--- src/rtl/lbft_pkg.sv ---
// Shared types and constants for the learning bridge forwarding table.
package lbft_pkg;

    localparam int ADDR_W    = 48;
    localparam int PORT_W    = 3;
    localparam int ACT_W     = 2;
    localparam int ENTRY_W   = ADDR_W + PORT_W;
    localparam int S_TDATA_W = 104;  // 99 payload bits padded to whole bytes
    localparam int M_TDATA_W = 8;    // 7 payload bits padded to whole bytes

    localparam logic [ACT_W-1:0] ACT_FORWARD = 2'd0;
    localparam logic [ACT_W-1:0] ACT_FLOOD   = 2'd1;
    localparam logic [ACT_W-1:0] ACT_DISCARD = 2'd2;

    typedef enum logic [1:0] {
        ST_IDLE,
        ST_SCAN,
        ST_LEARN,
        ST_DONE
    } state_t;

    // sequencer controls toward the datapath
    typedef struct packed {
        logic in_ready;
        logic cmp_valid;
        logic learn_step;
        logic finish_step;
    } ctl_t;

    // compare unit results
    typedef struct packed {
        logic src_hit;
        logic dst_hit;
        logic self_loop;
    } cmp_t;

endpackage

--- src/rtl/lbft_ram.sv ---
// Generic single-write, single-read RAM with registered read data.
module lbft_ram #(
    parameter int WIDTH = 8,
    parameter int DEPTH = 16
) (
    input  logic                     aclk,
    input  logic                     we,
    input  logic [$clog2(DEPTH)-1:0] waddr,
    input  logic [WIDTH-1:0]         wdata,
    input  logic                     re,
    input  logic [$clog2(DEPTH)-1:0] raddr,
    output logic [WIDTH-1:0]         rdata
);

    logic [WIDTH-1:0] mem [DEPTH];
    logic [WIDTH-1:0] rdata_reg;

    always_ff @(posedge aclk) begin
        if (we) begin
            mem[waddr] <= wdata;
        end
        if (re) begin
            rdata_reg <= mem[raddr];
        end
    end

    assign rdata = rdata_reg;

endmodule

--- src/rtl/lbft_cmp.sv ---
// Shared address compare unit: one table entry against source and destination.
module lbft_cmp
    import lbft_pkg::*;
(
    input  logic [ENTRY_W-1:0] entry,
    input  logic [ADDR_W-1:0]  src_address,
    input  logic [ADDR_W-1:0]  dst_address,
    output cmp_t               hit
);

    logic [ADDR_W-1:0] entry_address;

    assign entry_address = entry[ENTRY_W-1:PORT_W];

    always_comb begin
        hit.src_hit   = (entry_address == src_address);
        hit.dst_hit   = (entry_address == dst_address);
        hit.self_loop = (src_address == dst_address);
    end

endmodule

--- src/rtl/lbft_ctrl.sv ---
// Scan sequencer: walks filled entries, one learn step, hand-off; skip: hand-off only.
module lbft_ctrl
    import lbft_pkg::*;
#(
    parameter int ENTRIES = 16
) (
    input  logic                         aclk,
    input  logic                         aresetn,
    input  logic                         start,
    input  logic                         skip,
    input  logic [$clog2(ENTRIES+1)-1:0] fill_count,
    input  logic                         out_free,
    output logic                         rd_en,
    output logic [$clog2(ENTRIES)-1:0]   rd_addr,
    output logic [$clog2(ENTRIES)-1:0]   cmp_idx,
    output ctl_t                         ctl
);

    localparam int AW = $clog2(ENTRIES);
    localparam int CW = $clog2(ENTRIES + 1);

    state_t        state_reg, state_next;
    logic [CW-1:0] scan_cnt_reg, scan_cnt_next;
    logic          pend_reg;
    logic [AW-1:0] pend_idx_reg;
    logic          issue;

    assign issue = (state_reg == ST_SCAN) && (scan_cnt_reg < fill_count);

    // next state
    always_comb begin
        state_next = state_reg;
        case (state_reg)
            ST_IDLE: begin
                if (start) begin
                    state_next = skip ? ST_DONE : ST_SCAN;
                end
            end
            ST_SCAN: begin
                if (!issue) begin
                    state_next = ST_LEARN;
                end
            end
            ST_LEARN: begin
                state_next = ST_DONE;
            end
            ST_DONE: begin
                if (out_free) begin
                    state_next = ST_IDLE;
                end
            end
            default: begin
                state_next = ST_IDLE;
            end
        endcase
    end

    // outputs
    always_comb begin
        ctl.in_ready    = (state_reg == ST_IDLE);
        ctl.cmp_valid   = pend_reg;
        ctl.learn_step  = (state_reg == ST_LEARN);
        ctl.finish_step = (state_reg == ST_DONE) && out_free;
        rd_en           = issue;
        rd_addr         = scan_cnt_reg[AW-1:0];
        cmp_idx         = pend_idx_reg;
    end

    always_comb begin
        scan_cnt_next = scan_cnt_reg;
        if (state_reg == ST_IDLE) begin
            scan_cnt_next = '0;
        end else if (issue) begin
            scan_cnt_next = scan_cnt_reg + 1'b1;
        end
    end

    always_ff @(posedge aclk) begin
        if (!aresetn) begin
            state_reg    <= ST_IDLE;
            scan_cnt_reg <= '0;
            pend_reg     <= 1'b0;
        end else begin
            state_reg    <= state_next;
            scan_cnt_reg <= scan_cnt_next;
            pend_reg     <= issue;
        end
    end

    always_ff @(posedge aclk) begin
        if (issue) begin
            pend_idx_reg <= scan_cnt_reg[AW-1:0];
        end
    end

endmodule

--- src/rtl/learning_bridge_forward_table.sv ---
// Learning bridge forwarding table: source learning and destination lookup per frame header.
// Sequence: after a request is accepted the scan reads each filled entry, then the learn
//   step writes the table; a bad ingress port skips scan and learn. The result is registered
//   once the output is free, and a new request is taken only after the last result is handed
//   off; the scan walks the single read port of the entry RAM one entry per cycle.
// Reset: aresetn (sync, active low) empties the table by clearing the fill count;
//   RAM contents are not cleared, entries past the fill count are never read.
module learning_bridge_forward_table
    import lbft_pkg::*;
#(
    parameter int ENTRIES = 16,
    parameter int PORTS   = 8
) (
    input  logic                 aclk,
    input  logic                 aresetn,
    // request channel
    input  logic                 s_tvalid,
    output logic                 s_tready,
    // [47:0] src_address, [95:48] dst_address, [98:96] ingress_port, rest zero
    input  logic [S_TDATA_W-1:0] s_tdata,
    // result channel
    output logic                 m_tvalid,
    input  logic                 m_tready,
    // [1:0] action, [4:2] out_port, [5] learned, [6] table_full, [7] zero
    output logic [M_TDATA_W-1:0] m_tdata
);

    localparam int AW = $clog2(ENTRIES);
    localparam int CW = $clog2(ENTRIES + 1);

    // request fields
    logic [ADDR_W-1:0] s_src;
    logic [ADDR_W-1:0] s_dst;
    logic [PORT_W-1:0] s_port;
    logic              accept;
    logic              bad_port;

    assign s_src    = s_tdata[ADDR_W-1:0];
    assign s_dst    = s_tdata[2*ADDR_W-1:ADDR_W];
    assign s_port   = s_tdata[2*ADDR_W+PORT_W-1:2*ADDR_W];
    assign accept   = s_tvalid && s_tready;
    // ports at or above PORTS do not exist on this bridge
    assign bad_port = ({{(32-PORT_W){1'b0}}, s_port} >= 32'(PORTS));

    // captured request
    logic [ADDR_W-1:0] src_reg;
    logic [ADDR_W-1:0] dst_reg;
    logic [PORT_W-1:0] port_reg;

    // scan results
    logic              src_hit_reg;
    logic [AW-1:0]     src_idx_reg;
    logic [PORT_W-1:0] src_port_reg;
    logic              dst_hit_reg;
    logic [PORT_W-1:0] dst_port_reg;

    // table fill: entries [0, fill) are valid, learning always takes the lowest free slot
    logic [CW-1:0]     fill_reg, fill_next;

    // pending result
    logic [ACT_W-1:0]  res_action_reg, res_action_next;
    logic [PORT_W-1:0] res_port_reg, res_port_next;
    logic              res_learned_reg, res_learned_next;
    logic              res_full_reg, res_full_next;

    // output register
    logic                 m_tvalid_reg;
    logic [M_TDATA_W-1:0] m_tdata_reg;
    logic                 out_free;

    assign out_free = !m_tvalid_reg || m_tready;

    // sequencer
    ctl_t          ctl;
    logic          rd_en;
    logic [AW-1:0] rd_addr;
    logic [AW-1:0] cmp_idx;

    lbft_ctrl #(
        .ENTRIES (ENTRIES)
    ) u_ctrl (
        .aclk       (aclk),
        .aresetn    (aresetn),
        .start      (accept),
        .skip       (bad_port),
        .fill_count (fill_reg),
        .out_free   (out_free),
        .rd_en      (rd_en),
        .rd_addr    (rd_addr),
        .cmp_idx    (cmp_idx),
        .ctl        (ctl)
    );

    // entry store: {address, port}
    logic               ram_we;
    logic [AW-1:0]      ram_waddr;
    logic [ENTRY_W-1:0] ram_wdata;
    logic [ENTRY_W-1:0] ram_rdata;

    lbft_ram #(
        .WIDTH (ENTRY_W),
        .DEPTH (ENTRIES)
    ) u_ram (
        .aclk  (aclk),
        .we    (ram_we),
        .waddr (ram_waddr),
        .wdata (ram_wdata),
        .re    (rd_en),
        .raddr (rd_addr),
        .rdata (ram_rdata)
    );

    // shared compare unit, fed one entry per scan cycle
    cmp_t hit;

    lbft_cmp u_cmp (
        .entry       (ram_rdata),
        .src_address (src_reg),
        .dst_address (dst_reg),
        .hit         (hit)
    );

    assign s_tready = ctl.in_ready;

    always_ff @(posedge aclk) begin
        if (accept) begin
            src_reg  <= s_src;
            dst_reg  <= s_dst;
            port_reg <= s_port;
        end
    end

    // first match wins; addresses are unique in the table anyway
    always_ff @(posedge aclk) begin
        if (!aresetn) begin
            src_hit_reg <= 1'b0;
            dst_hit_reg <= 1'b0;
        end else if (accept) begin
            src_hit_reg <= 1'b0;
            dst_hit_reg <= 1'b0;
        end else if (ctl.cmp_valid) begin
            if (hit.src_hit && !src_hit_reg) begin
                src_hit_reg <= 1'b1;
            end
            if (hit.dst_hit && !dst_hit_reg) begin
                dst_hit_reg <= 1'b1;
            end
        end
    end

    always_ff @(posedge aclk) begin
        if (ctl.cmp_valid && hit.src_hit && !src_hit_reg) begin
            src_idx_reg  <= cmp_idx;
            src_port_reg <= ram_rdata[PORT_W-1:0];
        end
        if (ctl.cmp_valid && hit.dst_hit && !dst_hit_reg) begin
            dst_port_reg <= ram_rdata[PORT_W-1:0];
        end
    end

    // learn step and forwarding decision
    logic stored_src;

    always_comb begin
        ram_we           = 1'b0;
        ram_waddr        = src_idx_reg;
        ram_wdata        = {src_reg, port_reg};
        fill_next        = fill_reg;
        stored_src       = 1'b1;
        res_action_next  = res_action_reg;
        res_port_next    = res_port_reg;
        res_learned_next = res_learned_reg;
        res_full_next    = res_full_reg;

        if (accept && bad_port) begin
            res_action_next  = ACT_DISCARD;
            res_port_next    = '0;
            res_learned_next = 1'b0;
            res_full_next    = 1'b0;
        end else if (ctl.learn_step) begin
            res_learned_next = 1'b0;
            res_full_next    = 1'b0;
            if (src_hit_reg) begin
                // station moved: rewrite its port
                if (src_port_reg != port_reg) begin
                    ram_we           = 1'b1;
                    res_learned_next = 1'b1;
                end
            end else if (fill_reg < CW'(ENTRIES)) begin
                ram_we           = 1'b1;
                ram_waddr        = fill_reg[AW-1:0];
                fill_next        = fill_reg + 1'b1;
                res_learned_next = 1'b1;
            end else begin
                stored_src    = 1'b0;
                res_full_next = 1'b1;
            end

            // destination sees the table after learning; only the source entry can change
            res_port_next = '0;
            if (hit.self_loop) begin
                res_action_next = stored_src ? ACT_DISCARD : ACT_FLOOD;
            end else if (!dst_hit_reg) begin
                res_action_next = ACT_FLOOD;
            end else if (dst_port_reg == port_reg) begin
                res_action_next = ACT_DISCARD;
            end else begin
                res_action_next = ACT_FORWARD;
                res_port_next   = dst_port_reg;
            end
        end
    end

    always_ff @(posedge aclk) begin
        if (!aresetn) begin
            fill_reg <= '0;
        end else begin
            fill_reg <= fill_next;
        end
    end

    always_ff @(posedge aclk) begin
        res_action_reg  <= res_action_next;
        res_port_reg    <= res_port_next;
        res_learned_reg <= res_learned_next;
        res_full_reg    <= res_full_next;
    end

    // output register
    always_ff @(posedge aclk) begin
        if (!aresetn) begin
            m_tvalid_reg <= 1'b0;
        end else if (ctl.finish_step) begin
            m_tvalid_reg <= 1'b1;
        end else if (m_tready) begin
            m_tvalid_reg <= 1'b0;
        end
    end

    always_ff @(posedge aclk) begin
        if (ctl.finish_step) begin
            m_tdata_reg <= {1'b0, res_full_reg, res_learned_reg, res_port_reg, res_action_reg};
        end
    end

    assign m_tvalid = m_tvalid_reg;
    assign m_tdata  = m_tdata_reg;

endmodule

--- config.mk ---
export PLATFORM = sky130hd
export DESIGN_NAME = learning_bridge_forward_table
export DESIGN_NICKNAME = d
export VERILOG_FILES = /design/src/rtl/lbft_pkg.sv /design/src/rtl/lbft_ram.sv /design/src/rtl/lbft_cmp.sv /design/src/rtl/lbft_ctrl.sv /design/src/rtl/learning_bridge_forward_table.sv
export SDC_FILE = /design/constraint.sdc
export NUM_CORES = 1
export LEC_CHECK = 0
export BUFFER_PORTS_ARGS = -buffer_cell sky130_fd_sc_hd__buf_2
export CORE_MARGIN = 1
export CORE_UTILIZATION = 45
export CTS_CLUSTER_DIAMETER = 30
export DETAILED_ROUTE_END_ITERATION = 12
export PLACE_DENSITY_LB_ADDON = 0.08
export SLEW_MARGIN = 20
export SYNTH_ARGS = -nofsm -noshare
export SYNTH_HDL_FRONTEND = slang
export SYNTH_SLANG_ARGS = --single-unit
--- constraint.sdc ---
create_clock -name aclk -period 13.7 [get_ports aclk]
set_input_delay 0 -clock aclk [delete_from_list [all_inputs] [get_ports aclk]]
set_output_delay 0 -clock aclk [all_outputs]
set_load 0.01 [all_outputs]
==> flow_summary_export.csv <==
group,metric,value,unit
clocking,numClockSinks,1010,
die,fp.dieH,295.2,um
finish,area_growth,27.90,%
finish,multi_input_area,0.008199,mm^2
global_routing,grt_usage,23.44,%
routing,dr.pass1.iters,5,
routing,num_vias,19154,
clocking,ctsHoldBuffers,200,
clocking,cts_root_buf,"clkbuf_16",
run,cap_violations,0,
logic_synthesis,synth_warnings,0,
sta,max_freq,242.0,MHz
logic_synthesis,synthTopCellsByArea,"edfxtp_1, mux4_2, xnor2_1",
outcome,status,"finished clean",
routing,antenna_left,0,
routing,via_per_inst,5.536,
placed_design,portBuffers,111,
clocking,cts-resized-gates,0,
setup_path,reg2regPathDepth,4,
die,die_width,295.2,um
routing,drt_iter0_markers,1633,
logic_synthesis,synth-async-reset-ratio,0,%
sta,drv_slew,0,
power,ir_drop,0.0002100,V
power,powerDensity,189.5,mW/mm^2
clocking,cts_tree,"built",
sta,finClkSkew,0.05876,ns
global_routing,grt_pass1_vias,20193,
finish,antennaDiodeCount,0,
global_routing,grt_first_pass_wirelength,142100,um
setup_path,crit_required,14.21,ns
routing,drc,0,
finish,drive_gt1_share,32.21,%
setup_path,critPathMaxFanout,45,
logic_synthesis,synth_seq_cells,1010,
worst_hold_path,hold_depth,2,
die,io_pins,118,
finish,seq_area,0.03018,mm^2
logic_synthesis,synthFlopType,"edfxtp_1",
logic_synthesis,synth_top_area_cell,"edfxtp_1",
logic_synthesis,synth_compound_area_share,0.5532,%
setup_path,critPathCaptureType,"flip-flop",
logic_synthesis,syn-num-nets,1782,
finish,n_fill_cell,6282,
logic_synthesis,synthAdderAreaFrac,0.3559,%
logic_synthesis,synth-xor-area-share,3.374,%
logic_synthesis,syn_inst,1663,
worst_hold_path,min_to,"src_reg[23]",
placed_design,hpwl,52560,um
global_routing,overflow,0,
die,num_rows,107,
setup_path,rr_startpoint,"u_ctrl.scan_cnt_reg[0]",
finish,nets,2267,
logic_synthesis,synth-edff-count,994,
logic_synthesis,yosysSeqAreaShare,78.00,%
finish,largest_reg_flops,816,
logic_synthesis,synth_area,0.03868,mm^2
logic_synthesis,synthMuxAreaShare,14.85,%
placed_design,routabilityCongestion,0.8266,
power,total_power,9376,uW
routing,wl,98720,um
sta,fin_crit,4.132,ns
sta,setup_tns,0,ns
clocking,clockBufferDepth,3,
setup_path,r2r_slack,9.57,ns
logic_synthesis,synthSimpleGateAreaFrac,1.724,%
clocking,cts_post_setup_buffers_inserted,0,
worst_hold_path,hold_start,"s_tdata[23]",
power,p_leak,0.01584,uW
setup_path,cp-start-kind,"flip-flop",
sta,maxSlewHeadroom,23.67,%
worst_hold_path,hp-class,"in2reg",
sta,hold_viol_final,0,
logic_synthesis,synth_top_family_by_area,"multiplexers",
clocking,clk_latency,0.79,ns
finish,mostFrequentLayoutCell,"edfxtp_1",
setup_path,arrival,4.64,ns
die,die-area,0.08712,mm^2
sta,rsz0062_at_grt,"no",
setup_path,r2r_end,"u_ram.rdata[37]",
finish,layout_common_cells,"edfxtp_1, mux4_2, dlygate4sd3_1",
sta,worst_pin_slew,1.145,ns
logic_synthesis,ys_types,40,
sta,post-route-period-util,30.16,%
sta,setup_viol,0,
clocking,numCtsBuffers,196,
clocking,htreeDepth,4,
clocking,path_clk_slew,0.05,ns
die,fp.coreArea,0.08515,mm^2
routing,wl_per_cell,28.53,um
logic_synthesis,synth_top_area_share,77.18,%
setup_path,worstSetupPathType,"reg2reg",
global_routing,grt_start_max_net_pins,59,
logic_synthesis,syn_area_per_cell,23.26,um^2
global_routing,antenna_found_initial,0,
die,initial_utilization,45.42,%
[area by class of cell]
| cell class | count | share of cell area (%) |
|---|---|---|
| Tap cell | 1144 | 2.894 |
| Clock buffer | 219 | 10.18 |
| Inverter | 16 | 0.1239 |
| Sequential cell | 1010 | 61.02 |
| Multi-Input combinational cell | 574 | 16.58 |
| Timing Repair Buffer | 350 | 5.762 |
| Clock inverter | 147 | 3.450 |
[metrics by stage]
stage	std cells	worst slack [ns]	area [um^2]	util (%)	hold WS [ns]
CTS	3460	9.380	49470	58.10	0.01461
global route	3460	9.167	49470	58.10	0.02724
global placement	2894	9.312	40720	47.83	0.1764
finish	3460	9.568	49470	58.10	0.04242
detailed placement	2894	9.335	40720	47.83	0.1781
floorplan	1663	9.402	38680	-	0.09887
[how the worst max path moves through the flow]
stage | from | end | slack [ns] | depth (start not counted)
after floorplan | u_ctrl.state_reg[0] | u_ram.mem[11][0] | 9.40 | 9
after global placement | u_ctrl.scan_cnt_reg[0] | u_ram.rdata[4] | 9.31 | 4
after detailed placement | u_ctrl.scan_cnt_reg[0] | u_ram.rdata[4] | 9.33 | 4
after CTS | u_ctrl.scan_cnt_reg[0] | u_ram.rdata[4] | 9.38 | 4
after global routing | u_ctrl.scan_cnt_reg[0] | u_ram.rdata[37] | 9.17 | 4
final | u_ctrl.scan_cnt_reg[0] | u_ram.rdata[37] | 9.57 | 4
[kinds of logic after synthesis]
family,Yosys count
xor gates and xnor gates,149
DFF,1010
other,1
muxes,255
buffers and inverters,79
and+or+nand+nor,123
adders and majority gates,11
AOI/OAI and AO/OA,35
[synth_stat cells, types with 15 or more instances]
cell,number
xor2_1,55
nor2_1,28
clkbuf_1,27
nor4_1,19
dfxtp_1,16
nand4_1,25
inv_1,15
mux4_2,255
edfxtp_1,994
xnor2_1,94
buf_6,16
[report_power, final]
| part | switching (uW) | total (uW) | internal (uW) |
|---|---|---|---|
| Sequential | 273 | 4030 | 3760 |
| Clock | 1650 | 4770 | 3120 |
| Combinational | 354 | 580 | 226 |
| Total | 2270 | 9380 | 7100 |
[critical path: stages, from the launching register on]
cell,delay (ns)
dfxtp_4,0.94
buf_4,0.87
buf_4,0.87
mux4_2,0.63
mux4_2,0.47
[per-layer routing]
metal,track usage [%],part of all wire [%],up-vias
met4,7.014,1.9,0
met3,4.420,5.6,133
li1,-,-,8054
met5,0,0,-
met1,33.28,44,10343
met2,37.10,49,624
Note: power is estimated with default switching activity, not from simulation.
